$ cat src/rtl/fdx_pkg.sv
// Shared constants for the float frexp decomposition block.
`default_nettype none

package fdx_pkg;

    localparam int unsigned MAN_W     = 52;
    localparam int unsigned SGL_MAN_W = 23;
    localparam int unsigned EXP_W     = 11;
    localparam int unsigned SH_W      = 6;
    localparam int unsigned EXP_OUT_W = 12;
    localparam int unsigned EXP_CALC_W = 13;

    localparam logic [0:0] CMD_SINGLE = 1'b0;
    localparam logic [0:0] CMD_DOUBLE = 1'b1;

    localparam logic [7:0]  SGL_EXP_MAX  = 8'hff;
    localparam logic [10:0] DBL_EXP_MAX  = 11'h7ff;
    localparam logic [7:0]  SGL_HALF_EXP = 8'h7e;
    localparam logic [10:0] DBL_HALF_EXP = 11'h3fe;

    localparam logic [EXP_CALC_W-1:0] SGL_BIAS = 13'd127;
    localparam logic [EXP_CALC_W-1:0] DBL_BIAS = 13'd1023;

endpackage

`default_nettype wire

$ cat src/rtl/float_frexp_decompose_top.sv
// Top level of the pipelined frexp decomposition for single and double patterns.
// The done strobe follows start through vld1_reg, vld2_reg and done_reg in that order.
// Throughput: one item per cycle; busy is held low, the pipeline never stalls.
// Stages: classify and align, leading-zero count, normalize shift and assembly.
// Reset clears the valid bits only; payload registers are not reset.
// The receiver cannot stall, so no result is ever held back.
`default_nettype none

module float_frexp_decompose_top (
    input  wire logic        clk,
    input  wire logic        rst_n,
    input  wire logic        start,
    output logic             busy,
    input  wire logic [0:0]  command,
    input  wire logic [63:0] value_bits,
    output logic             done,
    output logic [63:0]      fraction_bits,
    output logic signed [11:0] binary_exponent
);
    import fdx_pkg::*;

    logic                  vld1_reg;
    logic                  dbl1_reg;
    logic [63:0]           val1_reg;
    logic                  spec1_reg;
    logic [EXP_W-1:0]      expf1_reg;
    logic [MAN_W-1:0]      man1_reg;

    logic                  vld2_reg;
    logic                  dbl2_reg;
    logic [63:0]           val2_reg;
    logic                  spec2_reg;
    logic [EXP_W-1:0]      expf2_reg;
    logic [MAN_W-1:0]      man2_reg;
    logic [SH_W-1:0]       lz2_reg;

    logic                  done_reg;
    logic [63:0]           frac_reg;
    logic [EXP_OUT_W-1:0]  exp_reg;

    logic                  dbl1_next;
    logic [63:0]           val1_next;
    logic                  spec1_next;
    logic [EXP_W-1:0]      expf1_next;
    logic [MAN_W-1:0]      man1_next;
    logic [SH_W-1:0]       lz2_next;
    logic [63:0]           frac_next;
    logic [EXP_OUT_W-1:0]  exp_next;

    logic [63:0]           lz_word;
    logic [SH_W-1:0]       sh_amt;
    logic [MAN_W-1:0]      man_shift;
    logic [MAN_W-1:0]      man_norm;
    logic [EXP_CALC_W-1:0] bias;
    logic [EXP_CALC_W-1:0] exp_calc;

    assign busy = 1'b0;

    // Stage 1: classify and align
    always_comb
    begin
        dbl1_next = (command == CMD_DOUBLE);
        if (dbl1_next)
        begin
            val1_next  = value_bits;
            expf1_next = value_bits[62:52];
            man1_next  = value_bits[51:0];
            spec1_next = (value_bits[62:52] == DBL_EXP_MAX) || (value_bits[62:0] == 63'd0);
        end
        else
        begin
            val1_next  = {32'd0, value_bits[31:0]};
            expf1_next = {3'd0, value_bits[30:23]};
            man1_next  = {value_bits[22:0], {(MAN_W-SGL_MAN_W){1'b0}}};
            spec1_next = (value_bits[30:23] == SGL_EXP_MAX) || (value_bits[30:0] == 31'd0);
        end
    end

    // Stage 2: leading-zero count by halving
    always_comb
    begin
        lz_word  = {man1_reg, 12'd0};
        lz2_next = '0;
        if (lz_word[63:32] == 32'd0)
        begin
            lz2_next[5] = 1'b1;
            lz_word     = lz_word << 32;
        end
        if (lz_word[63:48] == 16'd0)
        begin
            lz2_next[4] = 1'b1;
            lz_word     = lz_word << 16;
        end
        if (lz_word[63:56] == 8'd0)
        begin
            lz2_next[3] = 1'b1;
            lz_word     = lz_word << 8;
        end
        if (lz_word[63:60] == 4'd0)
        begin
            lz2_next[2] = 1'b1;
            lz_word     = lz_word << 4;
        end
        if (lz_word[63:62] == 2'd0)
        begin
            lz2_next[1] = 1'b1;
            lz_word     = lz_word << 2;
        end
        if (lz_word[63] == 1'b0)
        begin
            lz2_next[0] = 1'b1;
        end
    end

    // Stage 3: normalize and assemble
    always_comb
    begin
        sh_amt    = lz2_reg + 6'd1;
        man_shift = man2_reg << sh_amt;
        bias      = dbl2_reg ? DBL_BIAS : SGL_BIAS;
        if (expf2_reg == '0)
        begin
            man_norm = man_shift;
            exp_calc = 13'd1 - bias - {7'd0, lz2_reg};
        end
        else
        begin
            man_norm = man2_reg;
            exp_calc = {2'd0, expf2_reg} - bias + 13'd1;
        end
        if (spec2_reg)
        begin
            frac_next = val2_reg;
            exp_next  = '0;
        end
        else
        begin
            if (dbl2_reg)
            begin
                frac_next = {val2_reg[63], DBL_HALF_EXP, man_norm};
            end
            else
            begin
                frac_next = {32'd0, val2_reg[31], SGL_HALF_EXP,
                             man_norm[MAN_W-1 -: SGL_MAN_W]};
            end
            exp_next = exp_calc[EXP_OUT_W-1:0];
        end
    end

    always_ff @(posedge clk or negedge rst_n)
    begin
        if (!rst_n)
        begin
            vld1_reg <= 1'b0;
            vld2_reg <= 1'b0;
            done_reg <= 1'b0;
        end
        else
        begin
            vld1_reg <= start && !busy;
            vld2_reg <= vld1_reg;
            done_reg <= vld2_reg;
        end
    end

    // Advance payload
    always_ff @(posedge clk)
    begin
        dbl1_reg  <= dbl1_next;
        val1_reg  <= val1_next;
        spec1_reg <= spec1_next;
        expf1_reg <= expf1_next;
        man1_reg  <= man1_next;

        dbl2_reg  <= dbl1_reg;
        val2_reg  <= val1_reg;
        spec2_reg <= spec1_reg;
        expf2_reg <= expf1_reg;
        man2_reg  <= man1_reg;
        lz2_reg   <= lz2_next;

        frac_reg  <= frac_next;
        exp_reg   <= exp_next;
    end

    assign done            = done_reg;
    assign fraction_bits   = frac_reg;
    assign binary_exponent = $signed(exp_reg);

endmodule

`default_nettype wire
$ cat config.mk
export PLATFORM = sky130hd
export DESIGN_NAME = float_frexp_decompose_top
export DESIGN_NICKNAME = d
export VERILOG_FILES = /design/src/rtl/fdx_pkg.sv /design/src/rtl/float_frexp_decompose_top.sv
export SDC_FILE = /design/constraint.sdc
export NUM_CORES = 1
export LEC_CHECK = 0
export ABC_AREA = 1
export BUFFER_PORTS_ARGS = -buffer_cell sky130_fd_sc_hd__buf_2
export CORE_MARGIN = 3
export CORE_UTILIZATION = 40
export DETAILED_ROUTE_END_ITERATION = 7
export PLACE_DENSITY_LB_ADDON = 0.25
export SLEW_MARGIN = 20
export SYNTH_ARGS = -nofsm -noshare
export SYNTH_HDL_FRONTEND = slang
export SYNTH_SLANG_ARGS = --single-unit
$ cat constraint.sdc
create_clock -name clk -period 2.55 [get_ports clk]
set_input_delay 0.1275 -clock clk [delete_from_list [all_inputs] [get_ports clk]]
set_output_delay 0.1275 -clock clk [all_outputs]
set_load 0.05 [all_outputs]
* Word level (Yosys, flattened, before mapping) *
Cells that the tools add are included.

word-level totals
  latch bits = 0
  bits in read-only memories = 0
  flip-flop bits (word level) = 343
  bits in writable memories = 0
  memories kept = 0
  output and inout bits = 78
  word-level logic and storage cells = 56

operators by class
  bitwise logic cells = 0
  multiply operators = 0
  muxes and demuxes = 19
  magnitude comparators = 0
  add/subtract/negate cells = 5
  div/mod/pow operators = 0
  shift-type cells = 1
  eq/ne operators = 2
  reduce and logical (&&, ||, !) cells = 10

operators with widths
  cell                                                                 number
  64-bit 2-to-1 mux                                                    7
  52-bit 2-to-1 mux                                                    2
  63-bit zero test                                                     1
  52-bit by 6-bit left shift with 52-bit output                        1
  32-bit zero test                                                     1
  31-bit zero test                                                     1
  16-bit zero test                                                     1
  12-bit by 2-bit adder with 12-bit output, second input constant      1
  12-bit 2-to-1 mux                                                    1
  11-bit by 10-bit subtractor with 12-bit output                       1
  11-bit by 7-bit subtractor with 12-bit output                        1
  11-bit == test, second input constant                                1
  11-bit zero test                                                     1
  1-bit by 10-bit subtractor with 11-bit output, first input constant  1
  10-bit 2-to-1 mux                                                    1
  8-bit == test, second input constant                                 1
  8-bit zero test                                                      1
  8-bit 2-to-1 mux                                                     1
  1-bit 2-to-1 mux                                                     7
  6-bit by 1-bit adder with 6-bit output, second input constant        1
  4-bit zero test                                                      1
  2-bit zero test                                                      1
  1-bit logical OR                                                     2

* Logic depth before layout (Yosys ltp) *
Gate-level depths: netlist (run 1).

  depth in word-level cells = 11
  mapped depth = 23
  depth with buffers taken out = 22

* Worst setup path after synthesis (run 1) *
No wires, ideal clock.

  path kind = register to register
  start point = reg lz2_reg[1]
  end point = reg frac_reg[19] (netlist: fraction_bits[19])
  slack = 202 ps
  data required time = 2413 ps
  arrival time = 2211 ps
  cell stages (with the launch flop) = 14
  library setup time = 137 ps
  clock period less this slack = 2348 ps
  cells stage by stage = dfxtp_1 -> ha_1 -> clkbuf_1 -> clkbuf_1 -> mux2i_1 -> inv_1 -> nand2_1 -> o21ai_0 -> o21ai_0 -> nor2_1 -> a31oi_1 -> o211ai_1 -> inv_1 -> o221ai_1

on the way
  longest elaborated chain between the ends = 5

ends and longest elaborated chain
  element                                        line                              RTL
  start, declared                                float_frexp_decompose_top.sv:35   logic [SH_W-1:0] lz2_reg;
  start signal, assigned                         float_frexp_decompose_top.sv:181  lz2_reg <= lz2_next;
  6-bit by 1-bit adder with 6-bit output         float_frexp_decompose_top.sv:118  sh_amt = lz2_reg + 6'd1;
  52-bit by 6-bit left shift with 52-bit output  float_frexp_decompose_top.sv:119  man_shift = man2_reg << sh_amt;
  52-bit 2-to-1 mux                              float_frexp_decompose_top.sv:121  if (expf2_reg == '0)
  64-bit 2-to-1 mux                              float_frexp_decompose_top.sv:138  if (dbl2_reg)
  64-bit 2-to-1 mux                              float_frexp_decompose_top.sv:131  if (spec2_reg)
  named net frac_next[19]                        float_frexp_decompose_top.sv:47   logic [63:0] frac_next;
  end signal, assigned                           float_frexp_decompose_top.sv:183  frac_reg <= frac_next;
  end, declared                                  float_frexp_decompose_top.sv:38   logic [63:0] frac_reg;

The timed path passes the listed nets, and every way through them passes these cells.
A chain may end at the register's enable or synchronous reset.

* Final worst setup path (run 1) *
  start point = reg man1_reg[24]
  end point = reg lz2_reg[1]

on the way
  longest elaborated chain between the ends = 10

ends and longest elaborated chain
  element                 line                              RTL
  start, declared         float_frexp_decompose_top.sv:27   logic [MAN_W-1:0] man1_reg;
  start signal, assigned  float_frexp_decompose_top.sv:174  man1_reg <= man1_next;
  32-bit zero test        float_frexp_decompose_top.sv:84   if (lz_word[63:32] == 32'd0)
  64-bit 2-to-1 mux *     float_frexp_decompose_top.sv:84
  16-bit zero test        float_frexp_decompose_top.sv:89   if (lz_word[63:48] == 16'd0)
  64-bit 2-to-1 mux *     float_frexp_decompose_top.sv:89
  8-bit zero test         float_frexp_decompose_top.sv:94   if (lz_word[63:56] == 8'd0)
  64-bit 2-to-1 mux *     float_frexp_decompose_top.sv:94
  4-bit zero test         float_frexp_decompose_top.sv:99   if (lz_word[63:60] == 4'd0)
  64-bit 2-to-1 mux *     float_frexp_decompose_top.sv:99
  2-bit zero test *       float_frexp_decompose_top.sv:104  if (lz_word[63:62] == 2'd0)
  1-bit 2-to-1 mux *      float_frexp_decompose_top.sv:104
  named net lz2_next[1]   float_frexp_decompose_top.sv:46   logic [SH_W-1:0] lz2_next;

Mark *: on every way through the listed nets, which the timed path passes. The rest lies on a longest branch.

==> summary.txt, run 1 <==
logic depth of the worst register-to-register path: 23
mean number of vias per cell: 5.11
starting utilization of the core area: 0.410
critical path required time: 3.00 ns
most frequent standard cell in the layout excluding fill and tap cells: sky130_fd_sc_hd__nand2_1
Syn Nets: 1752
worst min path class: in -> reg
sequential-to-total area share from yosys stat: 0.516
Sw Pwr: 4.92 mW
Port-buffer cells: 144
# Max-Cap Violations: 0
Clock Power Share: 0.333
number of antenna cells inserted: 0
arrival time reported for the critical path endpoint: 3.25 ns
RSZ-0062 raised after global routing: true
final routed wirelength across all metal layers: 52400 um
clock tree root buffer cell: sky130_fd_sc_hd__clkbuf_16
area growth from synthesis to layout: 48.5%
DIE HEIGHT: 187 um
IR Drop Worst-Case VDD: 0.553 mV
Final Slew Violations: 0
number of nets in the layout: 2190
slew at the pin with the worst max-slew slack: 0.832 ns
area of the core: 32000 um2
first-pass GRT wire length: 74600 um
antenna violations before repair: 0
final estimated routing congestion in global placement: 0.988
count of final hold-check violations: 0
fin crit share: 1.10
standby leakage power: 9.31 nW
clk_skew: 0.0246 ns
post-CTS clock slew at the launch and capture registers of the worst setup and hold paths: 0.06 ns
post-detailed-route DRC marker count: 0
die area: 35000 um2
commonest cells after routing, fill and taps aside: sky130_fd_sc_hd__nand2_1, sky130_fd_sc_hd__dfxtp_1, sky130_fd_sc_hd__buf_4
area of the mapped netlist: 13100 um2
vias in the first global route: 12400
post-layout util: 0.609
CP Max Fanout: 14
number of setup violations in the final report: 21
power per cell area: 794 nW/um2
maximum number of pins on one net before global-route repair: 60
finished layout cell area: 19500 um2
cts bufs inserted: 35
drt first-iter violations: 1196
Main synth FF type: sky130_fd_sc_hd__dfxtp_1
DR vias: 13100
standard-cell row count: 65
count of state elements after synthesis: 337
class of the most critical setup path: reg -> reg
Max-Slew Margin vs Limit: 0.445
share of flip-flops with an asynchronous set or reset: 0.00890
1st-pass router iterations: 5
Post-Place Cells: 2404
total number of H-tree levels: 2
post-route ant nets: 0
count of flip-flops with a built-in enable after synthesis: 0
Pint: 10.5 mW
routed len/inst: 20.4 um
hold depth: 1
TritonCTS sink count: 337
Synth Area per Inst: 7.83 um2
die outline width: 187 um
PnR worst setup slack: -0.253 ns
total global routing track utilization: 0.280
element type at the critical path start: register
post-DP HPWL: 38800 um
fraction of power consumed by sequential logic: 0.376
clock tree from TritonCTS: done
top-level port count: 146
post-route non-filler standard cell count: 2569
min Tclk post-route: 2.80 ns
number of instances in the synthesized netlist: 1675
count of yosys warnings during synthesis: 0
Switching Share: 0.318
Synth cell types: 48
combinational power share: 0.291
highest achievable clock rate: 0.357 GHz
source-to-sink clock delay at the later pin of the worst-skew pair: 0.54 ns
failing checks: negative setup slack
outcome: finished, violations left
type of element capturing the critical path: register
maximum clock insertion buffer count: 3
Cell Area, Placed: 15900 um2
total congestion overflow after global routing: 0
layout cell share with drive strength beyond 1: 0.353
hold_ws: 0.121 ns
## through the flow
| step | setup WS (ns) | total power, mW | TNS [ns] |
|---|---|---|---|
| after global routing | -0.380 | 16.0 | -3.90 |
| after global placement | -0.439 | 9.28 | -8.50 |
| after CTS | -0.142 | 14.6 | -1.41 |
| after detailed placement | -0.391 | 9.28 | -7.83 |
| final | -0.253 | 15.5 | -1.53 |
| after floorplan | 0.202 | 7.62 | 0 |
## final cells by class
cell class | count | area [um2]
clock inverters | 11 | 183
flip-flops and latches | 337 | 6780
repair buffers | 490 | 3850
inverters | 224 | 861
fillers | 2777 | 12500
well taps | 435 | 544
multi-input cells | 1025 | 6280
clock buffers | 47 | 981
## kinds of logic after synthesis
| logic type | share of synthesized area |
|---|---|
| compound gates | 0.156 |
| xor+xnor | 0.00668 |
| other cells | 0.000286 |
| mux | 0.0221 |
| simple gates | 0.199 |
| flops | 0.516 |
| buf+inv | 0.0922 |
| fa+ha+maj | 0.00859 |
## critical path: stages, from the launching register on
cell and delay, ns:
sky130_fd_sc_hd__dfxtp_1 0.31, sky130_fd_sc_hd__nor2_1 0.11, sky130_fd_sc_hd__nand2_1 0.12, sky130_fd_sc_hd__nor2_2 0.17, sky130_fd_sc_hd__nand2_2 0.08, sky130_fd_sc_hd__nor2_4 0.14, sky130_fd_sc_hd__buf_12 0.17, sky130_fd_sc_hd__nand2_2 0.06
sky130_fd_sc_hd__nand2_1 0.09, sky130_fd_sc_hd__nor2_2 0.05, sky130_fd_sc_hd__nand2_1 0.10, sky130_fd_sc_hd__nor2_4 0.08, sky130_fd_sc_hd__nand2_8 0.12, sky130_fd_sc_hd__nand2_1 0.11, sky130_fd_sc_hd__nand2_4 0.09, sky130_fd_sc_hd__nand2_2 0.06
sky130_fd_sc_hd__nor2_4 0.19, sky130_fd_sc_hd__nand3_2 0.10, sky130_fd_sc_hd__nand2_2 0.08, sky130_fd_sc_hd__inv_2 0.05, sky130_fd_sc_hd__nand3_1 0.09, sky130_fd_sc_hd__nand2_2 0.07, sky130_fd_sc_hd__buf_4 0.14, sky130_fd_sc_hd__nor2_4 0.12
## synthesized netlist by cell type, types with 2 or more instances
| cell type | count | share of area |
|---|---|---|
| sky130_fd_sc_hd__a31oi_1 | 3 | 0.0014 |
| sky130_fd_sc_hd__nor2_2 | 4 | 0.0019 |
| sky130_fd_sc_hd__o21ai_0 | 186 | 0.071 |
| sky130_fd_sc_hd__o221ai_1 | 13 | 0.0087 |
| sky130_fd_sc_hd__or4_1 | 2 | 0.0011 |
| sky130_fd_sc_hd__clkbuf_1 | 71 | 0.020 |
| sky130_fd_sc_hd__inv_2 | 6 | 0.0017 |
| sky130_fd_sc_hd__nand3_1 | 58 | 0.022 |
| sky130_fd_sc_hd__dfrtp_1 | 3 | 0.0057 |
| sky130_fd_sc_hd__o21a_1 | 4 | 0.0023 |
| sky130_fd_sc_hd__ha_1 | 9 | 0.0086 |
| sky130_fd_sc_hd__o211ai_1 | 17 | 0.0097 |
| sky130_fd_sc_hd__dfxtp_1 | 334 | 0.51 |
| sky130_fd_sc_hd__buf_1 | 7 | 0.0020 |
| sky130_fd_sc_hd__or2_2 | 8 | 0.0038 |
| sky130_fd_sc_hd__buf_6 | 3 | 0.0026 |
| sky130_fd_sc_hd__nor3_1 | 6 | 0.0023 |
| sky130_fd_sc_hd__a22o_1 | 8 | 0.0053 |
| sky130_fd_sc_hd__o21ai_1 | 18 | 0.0069 |
| sky130_fd_sc_hd__clkinv_1 | 3 | 0.00086 |
| sky130_fd_sc_hd__nor3b_1 | 2 | 0.0011 |
| sky130_fd_sc_hd__a22oi_1 | 22 | 0.013 |
| sky130_fd_sc_hd__xor2_1 | 10 | 0.0067 |
| sky130_fd_sc_hd__buf_2 | 7 | 0.0027 |
| sky130_fd_sc_hd__nand3b_1 | 4 | 0.0023 |
| sky130_fd_sc_hd__nor2_4 | 4 | 0.0034 |
| sky130_fd_sc_hd__inv_1 | 215 | 0.062 |
| sky130_fd_sc_hd__a221oi_1 | 2 | 0.0013 |
| sky130_fd_sc_hd__a221o_1 | 8 | 0.0061 |
| sky130_fd_sc_hd__o21bai_1 | 2 | 0.0011 |
| sky130_fd_sc_hd__nand4_1 | 11 | 0.0052 |
| sky130_fd_sc_hd__nor4_1 | 11 | 0.0052 |
| sky130_fd_sc_hd__a32o_1 | 3 | 0.0023 |
| sky130_fd_sc_hd__nor2_1 | 93 | 0.027 |
| sky130_fd_sc_hd__a21oi_1 | 43 | 0.016 |
| sky130_fd_sc_hd__o22ai_1 | 18 | 0.0086 |
| sky130_fd_sc_hd__nand2_2 | 3 | 0.0014 |
| sky130_fd_sc_hd__mux2i_1 | 29 | 0.022 |
| sky130_fd_sc_hd__nand2_1 | 416 | 0.12 |
## power by group through the flow
stage	sequential (mW)	combinational [mW]	clock (mW)
after CTS	5.81	3.56	5.20
after floorplan	6.26	1.35	0
after global placement	5.91	3.37	0
after detailed placement	5.92	3.36	0
after global routing	5.85	4.75	5.44
final	5.82	4.50	5.14
## layer usage
| layer | track usage | up-vias | wire, um |
|---|---|---|---|
| li1 | - | 6300 | - |
| met1 | 0.387 | 6132 | 22900 |
| met2 | 0.436 | 566 | 23100 |
| met3 | 0.0553 | 128 | 4000 |
| met4 | 0.102 | 0 | 2390 |
| met5 | 0 | - | 0 |
## timing repair
action                     4_1_cts  5_1_grt
pin swaps                       18       97
hold buffers                    67        0
cloned                           0        7
hold endpoints to repair       129        0
setup endpoints to repair       49       52
gates resized for setup         95      336
setup buffers                    6       34
## path summary, 6_finish.rpt
path / startpoint / to / slack, ns
worst min register to register: val1_reg[43] / val2_reg[43] / 0.32
worst max-delay path: man1_reg[24] / lz2_reg[1] / -0.25
worst max register to register: man1_reg[24] / lz2_reg[1] / -0.25
min in group asynchronous: rst_n / vld2_reg / 0.48
worst min-delay path: command / dbl1_reg / 0.12
max in group asynchronous: rst_n / done / 1.92
Power figures use the tool's default switching activity.
==> inputs of run 2 (changes only) <==
CORE_ASPECT_RATIO = 1.25   (was not set)
==> summary.txt, run 2 (synthesis gave the netlist of run 1 again) <==
outcome: finished, violations left (unchanged)
failing checks: negative setup slack (unchanged)
critical path required time: 3.01 ns (was 3.00 ns)
most frequent standard cell in the layout excluding fill and tap cells: sky130_fd_sc_hd__nand2_1 (unchanged)
finished layout cell area: 18500 um2 (was 19500 um2)
type of element capturing the critical path: register (unchanged)
element type at the critical path start: register (unchanged)
commonest cells after routing, fill and taps aside: sky130_fd_sc_hd__nand2_1, sky130_fd_sc_hd__dfxtp_1, sky130_fd_sc_hd__inv_1 (was sky130_fd_sc_hd__nand2_1, sky130_fd_sc_hd__dfxtp_1, sky130_fd_sc_hd__buf_4)
hold depth: 2 (was 1)
number of nets in the layout: 2140 (was 2190)
power per cell area: 795 nW/um2 (was 794 nW/um2)
arrival time reported for the critical path endpoint: 3.15 ns (was 3.25 ns)
number of filler cells placed in the layout: 2895 (was 2777)
hold endpoint: val1_reg[2] (was dbl1_reg)
area of the core: 32100 um2 (was 32000 um2)
number of setup violations in the final report: 3 (was 21)
area growth from synthesis to layout: 41.0% (was 48.5%)
reg-to-reg setup timing slack: -0.14 ns (was -0.25 ns)
final estimated routing congestion in global placement: 1.01 (was 0.988)
PnR worst setup slack: -0.142 ns (was -0.253 ns)
Port-buffer cells: 144 (unchanged)
class of the most critical setup path: reg -> reg (unchanged)
routed len/inst: 20.9 um (was 20.4 um)
standard-cell row count: 73 (was 65)
vias in the first global route: 12700 (was 12400)
top-level port count: 146 (unchanged)
IR Drop Worst-Case VDD: 0.542 mV (was 0.553 mV)
maximum number of pins on one net before global-route repair: 99 (was 60)
source-to-sink clock delay at the later pin of the worst-skew pair: 0.57 ns (was 0.54 ns)
starting utilization of the core area: 0.409 (was 0.410)
FF-to-FF Start: man1_reg[24] (unchanged)
total number of H-tree levels: 1 (was 2)
Total Power Consumption: 14.7 mW (was 15.5 mW)
min Tclk post-route: 2.69 ns (was 2.80 ns)
count of final hold-check violations: 0 (unchanged)
total congestion overflow after global routing: 0 (unchanged)
Final Slew Violations: 0 (unchanged)
maximum clock insertion buffer count: 3 (unchanged)
die outline width: 168 um (was 187 um)
fin crit share: 1.06 (was 1.10)
DR vias: 12800 (was 13100)
post-DP HPWL: 39400 um (was 38800 um)
CP Max Fanout: 8 (was 14)
Max-Slew Margin vs Limit: 0.500 (was 0.445)
slew at the pin with the worst max-slew slack: 0.749 ns (was 0.832 ns)
worst min path class: in -> reg (unchanged)
highest achievable clock rate: 0.371 GHz (was 0.357 GHz)
mean number of vias per cell: 5.14 (was 5.11)
total negative slack: -0.312 ns (was -1.53 ns)
clock tree from TritonCTS: done (unchanged)
reg-to-reg critical path endpoint: lz2_reg[0] (was lz2_reg[1])
clk_skew: 0.0301 ns (was 0.0246 ns)
Cell Area, Placed: 15700 um2 (was 15900 um2)
DIE HEIGHT: 208 um (was 187 um)
total global routing track utilization: 0.282 (was 0.280)
TritonCTS sink count: 337 (unchanged)
# Max-Cap Violations: 0 (unchanged)
logic depth of the worst register-to-register path: 23 (unchanged)
post-CTS clock slew at the launch and capture registers of the worst setup and hold paths: 0.06 ns (about the same)
post-route ant nets: 0 (unchanged)
1st-pass router iterations: 7 (was 5)
standby leakage power: 8.92 nW (was 9.31 nW)
final routed wirelength across all metal layers: 52100 um (was 52400 um)
first-pass GRT wire length: 75200 um (was 74600 um)
cts bufs inserted: 31 (was 35)
hold wc startpoint: value_bits[2] (was command)
number of antenna cells inserted: 0 (unchanged)
die area: 35000 um2 (about the same)
clock tree root buffer cell: sky130_fd_sc_hd__clkbuf_16 (unchanged)
post-detailed-route DRC marker count: 0 (unchanged)
layout cell share with drive strength beyond 1: 0.286 (was 0.353)
antenna violations before repair: 0 (unchanged)
drt first-iter violations: 1137 (was 1196)
RSZ-0062 raised after global routing: true (unchanged)
[run 2: cell count changes in the layout (fill, tap and decap cells not counted), sizes merged]
cell and change:
bufinv +2, inv +4, dlygate4sd3 +1, clkbuf -10
buf -44
[run 2: power breakdown]
| group | switching (mW) | leakage [nW] | internal, mW |
|---|---|---|---|
| logic | 2.40 | 5.57 | 1.65 |
| clock network | 1.99 | 0.514 | 2.80 |
| registers | 0.225 | 2.83 | 5.63 |
| total | 4.62 | 8.92 | 10.1 |
[run 2: per-layer routing]
layer  global-route usage  share of wire  vias to the layer above
met2                0.463           0.47                      465
li1                     -              -                     6194
met3               0.0388          0.062                      138
met4                0.135          0.056                        0
met1                0.365           0.41                     6037
met5                    0              0                        -
[run 2: layout make-up]
cell class	instances	area (um2)	share of cell area
Clock buffer	40	820	0.0443
Clock inverter	17	240	0.0130
Inverter	224	847	0.0458
Multi-Input combinational cell	1025	5790	0.313
Sequential cell	337	6770	0.366
Tap cell	412	515	0.0279
Timing Repair Buffer	444	3500	0.189
[run 2: worst max-delay path by stage]
stage,startpoint,endpoint,slack [ns],cells past startpoint
6_report,man1_reg[24],lz2_reg[0],-0.14,23
5_1_grt,man1_reg[26],lz2_reg[1],-0.40,24
4_1_cts,man1_reg[28],lz2_reg[1],-0.04,23
3_5_place_dp,lz2_reg[0],fraction_bits[34],-0.27,14
3_3_place_gp,lz2_reg[0],fraction_bits[22],-0.31,13
2_1_floorplan,lz2_reg[1],fraction_bits[19],0.20,13
[run 2: worst max-delay path, stage by stage, from the launching register on]
cell                        delay [ns]
sky130_fd_sc_hd__dfxtp_1          0.31
sky130_fd_sc_hd__nor2_1           0.10
sky130_fd_sc_hd__nand2_1          0.07
sky130_fd_sc_hd__nor2_1           0.15
sky130_fd_sc_hd__nand2_2          0.11
sky130_fd_sc_hd__nor2_4           0.18
sky130_fd_sc_hd__clkbuf_16        0.17
sky130_fd_sc_hd__nand2_1          0.05
sky130_fd_sc_hd__nand2_1          0.08
sky130_fd_sc_hd__nor2_1           0.05
sky130_fd_sc_hd__nand2_1          0.11
sky130_fd_sc_hd__nor2_4           0.07
sky130_fd_sc_hd__nand2_8          0.09
sky130_fd_sc_hd__buf_6            0.12
sky130_fd_sc_hd__nand2_1          0.05
sky130_fd_sc_hd__nand2_1          0.07
sky130_fd_sc_hd__nand2_2          0.06
sky130_fd_sc_hd__nor2_4           0.17
sky130_fd_sc_hd__nand2_2          0.10
sky130_fd_sc_hd__o21a_1           0.18
sky130_fd_sc_hd__nand3_1          0.08
sky130_fd_sc_hd__nand2_1          0.06
sky130_fd_sc_hd__nor2_1           0.11
sky130_fd_sc_hd__nor2_1           0.05
[run 2: what timing repair did]
item	4_1_cts	5_1_grt
endpoints found under the hold margin	130	0
endpoints found under the setup margin	47	51
hold buffers	68	0
gates cloned	1	4
pin swaps	8	63
gates resized for setup	72	227
setup buffers	3	21
[run 2: stage by stage]
stage	util	setup slack (ns)	instances	hold slack, ns
finish	0.577	-0.142	2499	0.229
global route	0.577	-0.399	2499	0.232
CTS	0.550	-0.0434	2478	0.194
detailed placement	0.490	-0.274	2349	-0.0762
global placement	0.490	-0.313	2349	-0.0783
floorplan	-	0.202	1675	-0.168
==> inputs of run 3 (changes only) <==
CORE_MARGIN = not set   (was 3)
==> summary.txt, run 3 (synthesis gave the netlist of run 1 again) <==
worst min path class: in -> reg (unchanged)
post-CTS clock slew at the launch and capture registers of the worst setup and hold paths: 0.07 ns (was 0.06 ns)
mean number of vias per cell: 5.21 (was 5.14)
starting utilization of the core area: 0.409 (unchanged)
total global routing track utilization: 0.326 (was 0.282)
1st-pass router iterations: 5 (was 7)
vias in the first global route: 13000 (was 12700)
RSZ-0062 raised after global routing: true (unchanged)
reg-to-reg setup timing slack: -0.27 ns (was -0.14 ns)
die area: 33500 um2 (was 35000 um2)
hold endpoint: dbl1_reg (was val1_reg[2])
standby leakage power: 9.40 nW (was 8.92 nW)
class of the most critical setup path: reg -> reg (unchanged)
final estimated routing congestion in global placement: 1.01 (about the same)
source-to-sink clock delay at the later pin of the worst-skew pair: 0.52 ns (was 0.57 ns)
power per cell area: 797 nW/um2 (was 795 nW/um2)
clock tree from TritonCTS: done (unchanged)
commonest cells after routing, fill and taps aside: sky130_fd_sc_hd__nand2_1, sky130_fd_sc_hd__dfxtp_1, sky130_fd_sc_hd__buf_4 (was sky130_fd_sc_hd__nand2_1, sky130_fd_sc_hd__dfxtp_1, sky130_fd_sc_hd__inv_1)
antenna violations before repair: 0 (unchanged)
min Tclk post-route: 2.82 ns (was 2.69 ns)
most frequent standard cell in the layout excluding fill and tap cells: sky130_fd_sc_hd__nand2_1 (unchanged)
maximum number of pins on one net before global-route repair: 99 (unchanged)
layout cell share with drive strength beyond 1: 0.351 (was 0.286)
outcome: finished, violations left (unchanged)
logic depth of the worst register-to-register path: 23 (unchanged)
post-route non-filler standard cell count: 2565 (was 2499)
reg-to-reg critical path endpoint: lz2_reg[0] (unchanged)
fin crit share: 1.11 (was 1.06)
failing checks: negative setup slack (unchanged)
combinational power share: 0.290 (was 0.276)
Pint: 10.5 mW (was 10.1 mW)
worst setup timing slack at the placement stage: -0.508 ns (was -0.274 ns)
total congestion overflow after global routing: 0 (unchanged)
CP Max Fanout: 7 (was 8)
number of filler cells placed in the layout: 2845 (was 2895)
post-detailed-route DRC marker count: 0 (unchanged)
fraction of power consumed by sequential logic: 0.380 (was 0.398)
final routed wirelength across all metal layers: 55800 um (was 52100 um)
first-pass GRT wire length: 79800 um (was 75200 um)
drt first-iter violations: 1120 (was 1137)
post-route ant nets: 0 (unchanged)
area growth from synthesis to layout: 48.1% (was 41.0%)
hold_ws: 0.0765 ns (was 0.229 ns)
die outline width: 164 um (was 168 um)
clock tree root buffer cell: sky130_fd_sc_hd__clkbuf_16 (unchanged)
Port-buffer cells: 144 (unchanged)
Post-Place Cells: 2386 (was 2349)
number of nets in the layout: 2208 (was 2140)
post-DP HPWL: 42200 um (was 39400 um)
Final Slew Violations: 0 (unchanged)
# Max-Cap Violations: 0 (unchanged)
Clock Power Share: 0.330 (was 0.326)
hold depth: 2 (unchanged)
top-level port count: 146 (unchanged)
area of the core: 32100 um2 (unchanged)
arrival time reported for the critical path endpoint: 3.23 ns (was 3.15 ns)
TritonCTS sink count: 337 (unchanged)
PnR worst setup slack: -0.272 ns (was -0.142 ns)
number of antenna cells inserted: 0 (unchanged)
FF-to-FF Start: man1_reg[33] (was man1_reg[24])
count of final hold-check violations: 0 (unchanged)
DR vias: 13400 (was 12800)
cts bufs inserted: 34 (was 31)
Switching Share: 0.319 (was 0.314)
Max-Slew Margin vs Limit: 0.555 (was 0.500)
hold wc startpoint: command (was value_bits[2])
standard-cell row count: 73 (unchanged)
element type at the critical path start: register (unchanged)
total number of H-tree levels: 2 (was 1)
Sw Pwr: 4.93 mW (was 4.62 mW)
routed len/inst: 21.8 um (was 20.9 um)
type of element capturing the critical path: register (unchanged)
highest achievable clock rate: 0.354 GHz (was 0.371 GHz)
number of setup violations in the final report: 7 (was 3)
slew at the pin with the worst max-slew slack: 0.666 ns (was 0.749 ns)
critical path required time: 2.96 ns (was 3.01 ns)
maximum clock insertion buffer count: 3 (unchanged)
clk_skew: 0.0123 ns (was 0.0301 ns)
DIE HEIGHT: 204 um (was 208 um)
total negative slack: -0.707 ns (was -0.312 ns)
IR Drop Worst-Case VDD: 0.550 mV (was 0.542 mV)
-- run 3: critical path, stage by stage, from the launching register on --
cell and delay (ns):
sky130_fd_sc_hd__dfxtp_4 0.37, sky130_fd_sc_hd__nor2_2 0.04, sky130_fd_sc_hd__nand2_2 0.06, sky130_fd_sc_hd__nor2_2 0.04, sky130_fd_sc_hd__nand2_2 0.11, sky130_fd_sc_hd__nor2_4 0.07, sky130_fd_sc_hd__buf_6 0.13, sky130_fd_sc_hd__nand2_1 0.07
sky130_fd_sc_hd__nand2_2 0.07, sky130_fd_sc_hd__nor2_1 0.11, sky130_fd_sc_hd__nand2_1 0.11, sky130_fd_sc_hd__nor2_4 0.24, sky130_fd_sc_hd__buf_6 0.18, sky130_fd_sc_hd__nand3b_1 0.09, sky130_fd_sc_hd__nand2_2 0.09, sky130_fd_sc_hd__nand2_2 0.06
sky130_fd_sc_hd__nor2_4 0.20, sky130_fd_sc_hd__nand3_2 0.10, sky130_fd_sc_hd__nand2_2 0.10, sky130_fd_sc_hd__inv_2 0.05, sky130_fd_sc_hd__nand3_1 0.07, sky130_fd_sc_hd__nand2_1 0.12, sky130_fd_sc_hd__nor2_2 0.17, sky130_fd_sc_hd__nor2_4 0.06
-- run 3: timing repair --
item / 4_1_cts / 5_1_grt
hold buffers: 67 / 0
resized for setup: 145 / 274
cloned: 2 / 5
setup endpoints to repair: 51 / 48
pin swaps: 32 / 96
buffers inserted: 18 / 34
endpoints found under the hold margin: 128 / 0
-- run 3: per-layer routing --
metal	up-vias	global-route usage	wire length, um
li1	6336	-	-
met1	6359	0.419	23100
met2	551	0.556	27000
met3	124	0.0323	3130
met4	0	0.133	2550
met5	-	0	0
-- run 3: power groups by stage --
stage	sequential (mW)	clock, mW	combinational, mW
after detailed placement	5.97	0	3.52
after global routing	5.90	5.37	4.73
final	5.88	5.11	4.49
after floorplan	6.26	0	1.35
after global placement	5.96	0	3.54
after CTS	5.86	5.15	3.80
-- run 3: layout make-up --
cell class | instances | area, um2 | area share
Sequential cell | 337 | 6800 | 0.350
Multi-Input combinational cell | 1026 | 6100 | 0.314
Timing Repair Buffer | 508 | 4040 | 0.208
Clock buffer | 46 | 947 | 0.0488
Inverter | 224 | 855 | 0.0440
Tap cell | 412 | 515 | 0.0265
Clock inverter | 12 | 179 | 0.00921
-- run 3: worst max-delay path by stage --
stage,slack [ns],cells past startpoint,startpoint,to
after floorplan,0.20,13,lz2_reg[1],fraction_bits[19]
after detailed placement,-0.51,17,lz2_reg[0],fraction_bits[9]
final,-0.27,23,man1_reg[33],lz2_reg[0]
after global routing,-0.44,23,man1_reg[48],lz2_reg[0]
after CTS,-0.21,22,man1_reg[35],lz2_reg[0]
after global placement,-0.57,17,lz2_reg[0],fraction_bits[38]
-- run 3: metrics by stage --
step           instance area, um2  total power, mW   util
6_report                    19400             15.5  0.606
5_1_grt                     19400             16.0  0.606
2_1_floorplan               13100             7.62      -
3_3_place_gp                16000             9.50  0.499
4_1_cts                     18300             14.8  0.570
3_5_place_dp                16000             9.48  0.499
